### config.mk
export PLATFORM = sky130hd
export DESIGN_NAME = signed_integer_to_radix_text
export DESIGN_NICKNAME = d
export VERILOG_FILES = /design/src/rtl/sirt_pkg.sv /design/src/rtl/sirt_div.sv /design/src/rtl/signed_integer_to_radix_text.sv
export SDC_FILE = /design/constraint.sdc
export NUM_CORES = 1
export LEC_CHECK = 0
export BUFFER_PORTS_ARGS = -buffer_cell sky130_fd_sc_hd__clkbuf_2
export CORE_MARGIN = 3
export CORE_UTILIZATION = 61
export DETAILED_ROUTE_END_ITERATION = 6
export GPL_ROUTABILITY_DRIVEN = 0
export GPL_TIMING_DRIVEN = 0
export PLACE_DENSITY = 0.78
export SYNTH_ARGS = -nofsm -noshare
export SYNTH_HDL_FRONTEND = slang
export SYNTH_SLANG_ARGS = --single-unit
### constraint.sdc
create_clock -name i_clk -period 5.5 [get_ports i_clk]
set_clock_uncertainty 0.1 [all_clocks]
set_input_delay 0.825 -clock i_clk [delete_from_list [all_inputs] [get_ports i_clk]]
set_output_delay 0.825 -clock i_clk [all_outputs]
set_load 0.02 [all_outputs]
### src/rtl/sirt_pkg.sv
// Shared constants, types and state codes for the signed integer to radix text block.
package sirt_pkg;

    // Field and storage widths.
    localparam int VALUE_W    = 32;
    localparam int CHAR_W     = 8;
    localparam int RADIX_W    = 5;
    localparam int DIGIT_W    = 4;
    localparam int MAX_DIGITS = 32;
    localparam int STACK_W    = MAX_DIGITS * DIGIT_W;
    localparam int NDIG_W     = $clog2(MAX_DIGITS + 1);
    localparam int DIV_CNT_W  = $clog2(VALUE_W);
    localparam int SYM_W      = 128;
    localparam int CFG_ADDR_W = 2;
    localparam int CFG_DATA_W = 64;

    // Radix limits and register reset values.
    localparam logic [RADIX_W-1:0]    RADIX_MIN     = 5'd2;
    localparam logic [RADIX_W-1:0]    RADIX_MAX     = 5'd16;
    localparam logic [RADIX_W-1:0]    RADIX_RST     = 5'd10;
    localparam logic [CFG_DATA_W-1:0] SYM_LOW_RST   = 64'h3736353433323130;
    localparam logic [CFG_DATA_W-1:0] SYM_HIGH_RST  = 64'h4645444342413938;
    localparam logic [CHAR_W-1:0]     MINUS_CHAR    = 8'h2D;

    // Configuration register indexes.
    localparam logic [CFG_ADDR_W-1:0] CFG_RADIX     = 2'd0;
    localparam logic [CFG_ADDR_W-1:0] CFG_SYM_LOW   = 2'd1;
    localparam logic [CFG_ADDR_W-1:0] CFG_SYM_HIGH  = 2'd2;

    // Sequencer states.
    typedef enum logic [1:0] {
        ST_IDLE,
        ST_START,
        ST_DIV,
        ST_EMIT
    } t_state;

    // Result of one division by the radix.
    typedef struct packed {
        logic               done;
        logic [VALUE_W-1:0] quot;
        logic [DIGIT_W-1:0] rem;
    } t_div_out;

endpackage

### src/rtl/sirt_div.sv
// Bit-serial restoring divider: 32-bit magnitude divided by a radix of 2 to 16.
module sirt_div (
    input  logic                          i_clk,
    input  logic                          i_rst_n,
    input  logic                          i_start,
    input  logic [sirt_pkg::VALUE_W-1:0]  i_dividend,
    input  logic [sirt_pkg::RADIX_W-1:0]  i_divisor,
    output sirt_pkg::t_div_out            o_res
);

    logic                             r_busy;
    logic                             r_done;
    logic [sirt_pkg::DIV_CNT_W-1:0]   r_cnt;
    logic [sirt_pkg::VALUE_W-1:0]     r_quot;
    logic [sirt_pkg::DIGIT_W-1:0]     r_rem;

    logic [sirt_pkg::RADIX_W-1:0]     n_trial;
    logic                             n_qbit;
    logic [sirt_pkg::RADIX_W-1:0]     n_diff;

    // One quotient bit per cycle: shift the next dividend bit into the remainder.
    always_comb begin
        n_trial = {r_rem, r_quot[sirt_pkg::VALUE_W-1]};
        n_qbit  = (n_trial >= i_divisor);
        n_diff  = n_trial - i_divisor;
    end

    // Control: busy through 32 shift steps, then a done pulse.
    always_ff @(posedge i_clk) begin
        if (!i_rst_n) begin
            r_busy <= 1'b0;
            r_done <= 1'b0;
            r_cnt  <= '0;
        end else begin
            r_done <= 1'b0;
            if (i_start) begin
                r_busy <= 1'b1;
                r_cnt  <= '0;
            end else if (r_busy) begin
                r_cnt <= r_cnt + 1'b1;
                if (r_cnt == {sirt_pkg::DIV_CNT_W{1'b1}}) begin
                    r_busy <= 1'b0;
                    r_done <= 1'b1;
                end
            end
        end
    end

    // Datapath: quotient bits replace dividend bits as they shift out.
    always_ff @(posedge i_clk) begin
        if (i_start) begin
            r_quot <= i_dividend;
            r_rem  <= '0;
        end else if (r_busy) begin
            r_quot <= {r_quot[sirt_pkg::VALUE_W-2:0], n_qbit};
            r_rem  <= n_qbit ? n_diff[sirt_pkg::DIGIT_W-1:0]
                             : n_trial[sirt_pkg::DIGIT_W-1:0];
        end
    end

    assign o_res.done = r_done;
    assign o_res.quot = r_quot;
    assign o_res.rem  = r_rem;

endmodule

### src/rtl/signed_integer_to_radix_text.sv
// Top level: converts signed 32-bit words to text characters in a programmable radix.
//
// Channel   Direction  Payload                         Handshake
// s_axis    in         tdata[31:0] value (signed)      tvalid/tready
// m_axis    out        tdata[7:0] character, tlast     tvalid/tready
// cfg       in         addr 0 radix, 1 sym low, 2 high write enable, no wait
//
// Each digit costs one division in the bit-serial divider (start, 32 shift steps,
// result); the text of a number starts once all its digits are found, then one
// character per cycle (up to 33) leaves at the output while it is not stalled.
// Reset is synchronous and active low; the registers return to radix 10, "0-9A-F".
// A new word is taken only once the previous text has all entered the output
// register; a stalled output holds the current character and pauses emission.
module signed_integer_to_radix_text (
    input  logic                             i_clk,
    input  logic                             i_rst_n,
    // Input words: [31:0] value.
    input  logic                             i_s_axis_tvalid,
    output logic                             o_s_axis_tready,
    input  logic [sirt_pkg::VALUE_W-1:0]     i_s_axis_tdata,
    // Output words: [7:0] character.
    output logic                             o_m_axis_tvalid,
    input  logic                             i_m_axis_tready,
    output logic [sirt_pkg::CHAR_W-1:0]      o_m_axis_tdata,
    output logic                             o_m_axis_tlast,
    // Configuration writes.
    input  logic                             i_cfg_we,
    input  logic [sirt_pkg::CFG_ADDR_W-1:0]  i_cfg_addr,
    input  logic [sirt_pkg::CFG_DATA_W-1:0]  i_cfg_wdata
);

    sirt_pkg::t_state                  r_state;
    sirt_pkg::t_state                  n_state;

    logic [sirt_pkg::RADIX_W-1:0]      r_radix;
    logic [sirt_pkg::SYM_W-1:0]        r_sym;
    logic [sirt_pkg::RADIX_W-1:0]      r_base;
    logic                              r_neg;
    logic [sirt_pkg::VALUE_W-1:0]      r_mag;
    logic [sirt_pkg::STACK_W-1:0]      r_stk;
    logic [sirt_pkg::NDIG_W-1:0]       r_ndig;
    logic                              r_ovalid;
    logic [sirt_pkg::CHAR_W-1:0]       r_ochar;
    logic                              r_olast;

    logic [sirt_pkg::RADIX_W-1:0]      n_base;
    logic                              n_neg;
    logic [sirt_pkg::VALUE_W-1:0]      n_mag;
    logic [sirt_pkg::STACK_W-1:0]      n_stk;
    logic [sirt_pkg::NDIG_W-1:0]       n_ndig;
    logic                              n_ovalid;
    logic [sirt_pkg::CHAR_W-1:0]       n_ochar;
    logic                              n_olast;

    logic                              w_accept;
    logic                              w_load;
    logic                              w_div_start;
    logic                              w_digits_done;
    logic [sirt_pkg::DIGIT_W-1:0]      w_top_digit;
    sirt_pkg::t_div_out                w_div;

    assign w_accept    = i_s_axis_tvalid && o_s_axis_tready;
    assign w_load      = !r_ovalid || i_m_axis_tready;
    assign w_div_start = (r_state == sirt_pkg::ST_START);
    assign w_top_digit = r_stk[sirt_pkg::DIGIT_W-1:0];
    assign w_digits_done = (w_div.quot == '0) ||
                           (r_ndig == sirt_pkg::NDIG_W'(sirt_pkg::MAX_DIGITS - 1));

    // Divider shared by every digit of a number.
    sirt_div u_div (
        .i_clk      (i_clk),
        .i_rst_n    (i_rst_n),
        .i_start    (w_div_start),
        .i_dividend (r_mag),
        .i_divisor  (r_base),
        .o_res      (w_div)
    );

    // Configuration registers.
    always_ff @(posedge i_clk) begin
        if (!i_rst_n) begin
            r_radix <= sirt_pkg::RADIX_RST;
            r_sym   <= {sirt_pkg::SYM_HIGH_RST, sirt_pkg::SYM_LOW_RST};
        end else if (i_cfg_we) begin
            case (i_cfg_addr)
                sirt_pkg::CFG_RADIX: begin
                    r_radix <= i_cfg_wdata[sirt_pkg::RADIX_W-1:0];
                end
                sirt_pkg::CFG_SYM_LOW: begin
                    r_sym[sirt_pkg::CFG_DATA_W-1:0] <= i_cfg_wdata;
                end
                sirt_pkg::CFG_SYM_HIGH: begin
                    r_sym[sirt_pkg::SYM_W-1:sirt_pkg::CFG_DATA_W] <= i_cfg_wdata;
                end
                default: begin
                end
            endcase
        end
    end

    // Next state.
    always_comb begin
        n_state = r_state;
        case (r_state)
            sirt_pkg::ST_IDLE: begin
                if (w_accept) n_state = sirt_pkg::ST_START;
            end
            sirt_pkg::ST_START: begin
                n_state = sirt_pkg::ST_DIV;
            end
            sirt_pkg::ST_DIV: begin
                if (w_div.done) begin
                    n_state = w_digits_done ? sirt_pkg::ST_EMIT : sirt_pkg::ST_START;
                end
            end
            sirt_pkg::ST_EMIT: begin
                if (w_load && !r_neg && (r_ndig == sirt_pkg::NDIG_W'(1))) begin
                    n_state = sirt_pkg::ST_IDLE;
                end
            end
            default: begin
                n_state = sirt_pkg::ST_IDLE;
            end
        endcase
    end

    // Datapath and output register updates.
    always_comb begin
        n_base   = r_base;
        n_neg    = r_neg;
        n_mag    = r_mag;
        n_stk    = r_stk;
        n_ndig   = r_ndig;
        n_ovalid = r_ovalid && !i_m_axis_tready;
        n_ochar  = r_ochar;
        n_olast  = r_olast;
        case (r_state)
            sirt_pkg::ST_IDLE: begin
                if (w_accept) begin
                    // Clamp the radix and form the unsigned magnitude.
                    if (r_radix < sirt_pkg::RADIX_MIN) begin
                        n_base = sirt_pkg::RADIX_MIN;
                    end else if (r_radix > sirt_pkg::RADIX_MAX) begin
                        n_base = sirt_pkg::RADIX_MAX;
                    end else begin
                        n_base = r_radix;
                    end
                    n_neg  = i_s_axis_tdata[sirt_pkg::VALUE_W-1];
                    n_mag  = n_neg ? (~i_s_axis_tdata + 1'b1) : i_s_axis_tdata;
                    n_ndig = '0;
                end
            end
            sirt_pkg::ST_DIV: begin
                // Push the new digit; the least significant ends deepest.
                if (w_div.done) begin
                    n_mag  = w_div.quot;
                    n_stk  = {r_stk[sirt_pkg::STACK_W-sirt_pkg::DIGIT_W-1:0], w_div.rem};
                    n_ndig = r_ndig + 1'b1;
                end
            end
            sirt_pkg::ST_EMIT: begin
                if (w_load) begin
                    n_ovalid = 1'b1;
                    if (r_neg) begin
                        n_ochar = sirt_pkg::MINUS_CHAR;
                        n_olast = 1'b0;
                        n_neg   = 1'b0;
                    end else begin
                        // Pop the most significant remaining digit.
                        n_ochar = r_sym[{w_top_digit, 3'b000} +: sirt_pkg::CHAR_W];
                        n_olast = (r_ndig == sirt_pkg::NDIG_W'(1));
                        n_stk   = {{sirt_pkg::DIGIT_W{1'b0}},
                                   r_stk[sirt_pkg::STACK_W-1:sirt_pkg::DIGIT_W]};
                        n_ndig  = r_ndig - 1'b1;
                    end
                end
            end
            default: begin
            end
        endcase
    end

    // Control registers.
    always_ff @(posedge i_clk) begin
        if (!i_rst_n) begin
            r_state  <= sirt_pkg::ST_IDLE;
            r_ovalid <= 1'b0;
            r_neg    <= 1'b0;
            r_ndig   <= '0;
        end else begin
            r_state  <= n_state;
            r_ovalid <= n_ovalid;
            r_neg    <= n_neg;
            r_ndig   <= n_ndig;
        end
    end

    // Payload registers.
    always_ff @(posedge i_clk) begin
        r_base  <= n_base;
        r_mag   <= n_mag;
        r_stk   <= n_stk;
        r_ochar <= n_ochar;
        r_olast <= n_olast;
    end

    assign o_s_axis_tready = (r_state == sirt_pkg::ST_IDLE);
    assign o_m_axis_tvalid = r_ovalid;
    assign o_m_axis_tdata  = r_ochar;
    assign o_m_axis_tlast  = r_olast;

endmodule

# Word-level counts from Yosys, hierarchy flattened
# Index checks and enable logic that the tools add are counted.
totals:
  elab_cells: 104
  reg_bits: 360
  n_memories: 0
  rom_bits: 0
  ramBits: 0
  output_inout_bits: 11
  latch_bits: 0
op_classes:
  shifts: 1
  addsub: 5
  mul: 0
  n_bitwise: 3
  mux: 31
  n_reduce_logical: 30
  order_cmp: 3
  n_eq_ne: 13
  div_mod_pow: 0
ops:
  columns: ["cell", "count"]
  rows:
  - ["two-way mux 128 bit", 3]
  - ["one-hot mux 128 bit (2 select lines)", 1]
  - ["two-way mux 32 bit", 5]
  - ["variable part select 128 x 8 -> 8 bit", 1]
  - ["one-hot mux 32 bit (2 select lines)", 1]
  - ["adder 32 x 1 -> 32 bit, second input constant", 1]
  - ["logical NOT 32 bit", 1]
  - ["inverter 32 bit", 1]
  - ["two-way mux 6 bit", 4]
  - ["one-hot mux 6 bit (3 select lines)", 1]
  - ["AND reduction 2 bit", 5]
  - ["AND reduction 3 bit", 3]
  - ["two-way mux 1 bit", 8]
  - ["two-way mux 2 bit", 4]
  - ["one-hot mux 2 bit (4 select lines)", 1]
  - ["nonzero test 2 bit", 4]
  - ["adder 6 x 1 -> 6 bit, second input constant", 1]
  - ["== test 2 bit, second input constant", 3]
  - ["== test 6 x 1 -> 1 bit, second input constant", 1]
  - ["== test 6 x 5 -> 1 bit, second input constant", 1]
  - ["inequality test 2 bit, second input constant", 3]
  - ["subtractor 6 x 1 -> 6 bit, second input constant", 1]
  - ["adder 5 x 1 -> 5 bit, second input constant", 1]
  - ["== test 5 bit, second input constant", 1]
  - ["other kinds (19)", 30]

# Depth between registers and ports, before layout
depth:
  word_depth: 6
  ltp_mapped: 7

# Cells and area by module
# A second synthesis with hierarchy kept.
unflattened:
  cells_unflattened: 1371
  area_unflattened_um2: 16330.7
modules_own_cells:
  columns: ["module", "area_each_um2", "cells_each", "seq_area_each_um2", "instances"]
  rows:
  - ["signed_integer_to_radix_text", 14308.7, 1226, 8087.8, 1]
  - ["sirt_div", 2021.9, 145, 1181.1, 1]

# Worst setup path before layout
# Ideal clock, no wire load.
synth_timing:
  path_kind: "input to register"
  startpoint: "input i_m_axis_tready"
  endpoint: "register r_stk[0] (netlist name), enable pin"
  setup_slack_ns: 1.203
  arrival_time_ns: 3.717
  cell_stages: 4
  setup_time_ns: 0.481
  required_ns: 4.919
  path_cell_list: "nor2b_1 nor3b_1 o21ai_1 inv_1"
synth_between:
  elab_chain_cells: 3
synth_rtl:
  columns: ["item", "line", "text"]
  rows:
  - ["from (decl)", "signed_integer_to_radix_text.sv:23", "input logic i_m_axis_tready,"]
  - ["logical OR 1 bit", "signed_integer_to_radix_text.sv:63", "assign w_load = !r_ovalid || i_m_axis_tready;"]
  - ["inequality test 2 bit (no line)", null, null]
  - ["AND reduction 4 bit (no line)", null, null]
  - ["to (signal assigned)", "signed_integer_to_radix_text.sv:202", "r_stk <= n_stk;"]
  - ["to (decl)", "signed_integer_to_radix_text.sv:40", "logic [sirt_pkg::STACK_W-1:0] r_stk;"]
# No other way between the ends.
# A chain may end at the register's enable or synchronous reset.

# Worst setup path in the final report
layout_timing:
  startpoint: "register r_stk[0] (netlist name)"
  endpoint: "register r_ochar, in the netlist o_m_axis_tdata[1], data pin"
layout_between:
  elab_chain_cells: 1
layout_rtl:
  columns: ["item", "line", "text"]
  rows:
  - ["variable part select 128 x 8 -> 8 bit", "signed_integer_to_radix_text.sv:170", "n_ochar = r_sym[{w_top_digit, 3'b000} +: sirt_pkg::CHAR_W];"]
  - ["to (signal assigned)", "signed_integer_to_radix_text.sv:203", "r_ochar <= n_ochar;"]
  - ["to (decl)", "signed_integer_to_radix_text.sv:43", "logic [sirt_pkg::CHAR_W-1:0] r_ochar;"]
# No other way between the ends.

==> results_dict.tcl <==
set metrics [dict create \
    crit_path_cell_trace "clkbuf_1, buf_1, mux4_2, mux2i_1, o22ai_1" \
    io_buffers 112 \
    synth_top_family_by_area "simple AND/OR/NAND/NOR gates" \
    p_int_w 0.00477 \
    synth_seq_cells 360 \
    synthAdderAreaFrac 0.00969 \
    syn_area_um2 16300 \
    path_delay_family "buffers and inverters" \
    io-pin-count 114 \
    grt_use_total 0.271 \
    total_power_w 0.00624 \
    synthXorXnorAreaFrac 0.0188 \
    cts.clk_slew.worst_paths_ns 0.06 \
    ys.flop_type "edfxtp_1" \
    std_cell_rows 59 \
    die_area_um2 28700 \
    yosys.area_share.simple 0.151 \
    syn_inst 1442 \
    p_switching_w 0.00147 \
    dieHeight_um 169 \
    synth-seq-area-share 0.570 \
    drv_slew 0 \
    power_frac_comb 0.098 \
    avgSynthCellArea_um2 11.3 \
    grt_max_degree 91 \
    synth_top_cell_by_area "edfxtp_1" \
    r2r_slack_ns 2.32 \
    max_freq_mhz 314 \
    wl_per_cell_um 19.9 \
    synth.distinct_cells 59 \
    reg2reg_depth 5 \
    min_to "r_sym[79]" \
    drive_above_1_share 0.213 \
    critPathBufInv 2 \
    cts_buffer_depth 3 \
    synth_commonest_cells "nand2_1, edfxtp_1, dfxtp_1" \
    crit_type "reg -> reg" \
    coreArea_um2 26100 \
    hold_buffers 0 \
    synthTopCellsByArea "edfxtp_1, dfxtp_1, nand2_1" \
    report.final.setup_viol 0 \
    clk_latency_ns 0.52 \
    cap_violations 0 \
    initial_core_util 0.623 \
    vias 11700 \
    hp-start "r_sym[79]" \
    layout_min_cycle_time_ns 3.18 \
    first_global_vias 11500 \
    clock_sinks 360 \
    die_w_um 169 \
    power_frac_clock 0.407 \
    critPathSlowestCell "buf_1" \
    cts_resized 0 \
    ant_nets 0 \
    cp-start-kind "register" \
    synthArstFlopShare 0 \
    grt_overflow 0 \
    drtPass1Iterations 6 \
    cts_made_buffers 38 \
    hpwl_mm 27.3 \
    hold_depth 2 \
    setup_slack_ns 2.32 \
    crit_fanout 10 \
    rsz0062_at_grt "no" \
    synth-edff-count 206 \
    power_density_nw_per_um2 337 \
    grt_pass1_wl_mm 61.5 \
    tns_ns 0 \
    ys_warn_count 0 \
    p_leak_nw 6.89 \
    critPathMaxStageDelay_ns 0.85 \
    place_ws_ns 2.28 \
    required_ns 5.63 \
    drt_iter0_drc 1068 \
    regToRegStartpoint "r_stk[0]" \
    critPathArrivalTime_ns 3.32 \
    sw_frac_of_total 0.235 \
    worstMarginPinSlew_ns 1.30 \
    critPathCaptureType "register" \
    syn2layout_area_growth_pct 14.0 \
    ir_worst_vdd_mv 0.310 \
    drt-total-wl_mm 38.9 \
    synth_compound_area_frac 0.0788 \
    cts-root-buf "clkbuf_16" \
    max-slew-margin-rel 0.130 \
    reg2reg_to "o_m_axis_tdata[1]" \
    avgViaCountPerCell 5.96 \
    cts_tree "done" \
    outcome "finished clean" \
    hold_viol_final 0 \
    n_antenna_cell 0 \
    drcViolationCount 0 \
    nNetsFinal 1711 \
    antenna_found_initial 0 \
    fin_crit_sh 0.579 \
    synthesis.nets 1557 \
    postCtsSetupRepairBufs 0 \
    final_area_um2 18500 \
    cts_max_level 2 \
    place_area_um2 17300 \
    hold_class "reg -> reg" \
    power.share.sequential 0.495 \
    synthMuxAreaShare 0.147 \
    synth.most_common_cell "nand2_1" \
    synth_top_area_share 0.380 \
]
-- cell families after synthesis --
logic type,Yosys count
and+or+nand+nor,566
adders and majority gates,12
AOI/OAI and AO/OA,177
xor gates and xnor gates,35
DFF,360
muxes,183
buffers and inverters,109
-- how the worst max path moves through the flow --
stage	from	end	slack, ns	cells after the start
detailed placement	i_s_axis_tdata[16]	r_mag[23]	2.28	7
finish	r_stk[0]	o_m_axis_tdata[1]	2.32	5
CTS	r_stk[0]	o_m_axis_tdata[1]	2.30	5
global placement	i_m_axis_tready	r_stk[34]	0.17	5
floorplan	i_m_axis_tready	r_stk[0]	1.20	4
global route	r_stk[0]	o_m_axis_tdata[1]	2.18	5
-- worst min-delay path: stages (launching register included) --
cell and delay (ns):
dfxtp_1 0.30, nand2_1 0.05, a21boi_0 0.06
-- power by group through the flow --
| stage | clock network [W] | registers, W | logic, W |
|---|---|---|---|
| 3_5_place_dp | 0 | 0.00315 | 0.000601 |
| 6_report | 0.00254 | 0.00309 | 0.000612 |
| 3_3_place_gp | 0 | 0.00315 | 0.000571 |
| 5_1_grt | 0.00267 | 0.00310 | 0.000677 |
| 4_1_cts | 0.00256 | 0.00309 | 0.000609 |
| 2_1_floorplan | 0 | 0.00312 | 0.000403 |
-- metal layers --
metal | GRT usage | part of all wire | vias up | routed length (µm)
met3 | 0.0489 | 0.079 | 89 | 3070
met5 | 0 | 0 | - | 0
li1 | - | - | 5439 | -
met1 | 0.360 | 0.41 | 5649 | 15800
met2 | 0.446 | 0.48 | 506 | 18700
met4 | 0.105 | 0.036 | 0 | 1380
-- sequential cells by signal, indices dropped and copies added (netlist names), 5 cells and up --
signal          count
u_div.r_quot       32
r_ndig              6
r_stk             128
r_base              5
u_div.r_cnt         5
r_sym             128
r_radix             5
r_mag              32
o_m_axis_tdata      8
-- cell usage in the layout, fill, tap and decap left out, types with 4 or more instances in the layout --
cell type / synthesis / final
a21boi_0: 81 / 81
a21oi_1: 12 / 12
a22oi_1: 5 / 5
a31oi_1: 4 / 4
and2_1: 6 / 6
buf_1: 17 / 17
clkbuf_1: 77 / 90
clkbuf_16: 0 / 39
clkbuf_2: 0 / 112
clkbuf_8: 0 / 5
dfxtp_1: 154 / 154
edfxtp_1: 206 / 206
ha_1: 11 / 11
inv_1: 13 / 12
mux2_2: 124 / 124
mux2i_1: 27 / 27
mux4_2: 32 / 32
nand2_1: 393 / 393
nand2b_1: 8 / 7
nand3_1: 56 / 56
nand4_1: 6 / 6
nor2_1: 33 / 32
nor2b_1: 15 / 15
nor3_1: 9 / 9
nor3b_1: 5 / 5
nor4_1: 8 / 8
o21ai_0: 29 / 29
o21ai_1: 6 / 6
o22ai_1: 5 / 5
o31ai_1: 11 / 11
o41ai_1: 4 / 4
o41ai_2: 6 / 6
or2_2: 4 / 4
xnor2_1: 6 / 6
xor2_1: 29 / 29
-- area by class of cell --
class	instances	area, µm²
sequential	360	9270
clock inverter	11	133
multi-input combinational	973	6600
clock buffer	57	1090
timing repair buffer	114	616
inverter	13	53.8
tap	335	419
buffer	96	369
fill	1902	7580
-- stage by stage --
step | instances | hold slack [ns] | utilization
after floorplan | 1442 | 0.335 | -
after global placement | 1889 | 0.344 | 0.660
after detailed placement | 1891 | 0.355 | 0.663
after CTS | 1959 | 0.365 | 0.710
after global routing | 1959 | 0.386 | 0.710
final | 1959 | 0.364 | 0.710
No activity file was read; power rests on OpenSTA's default activity.
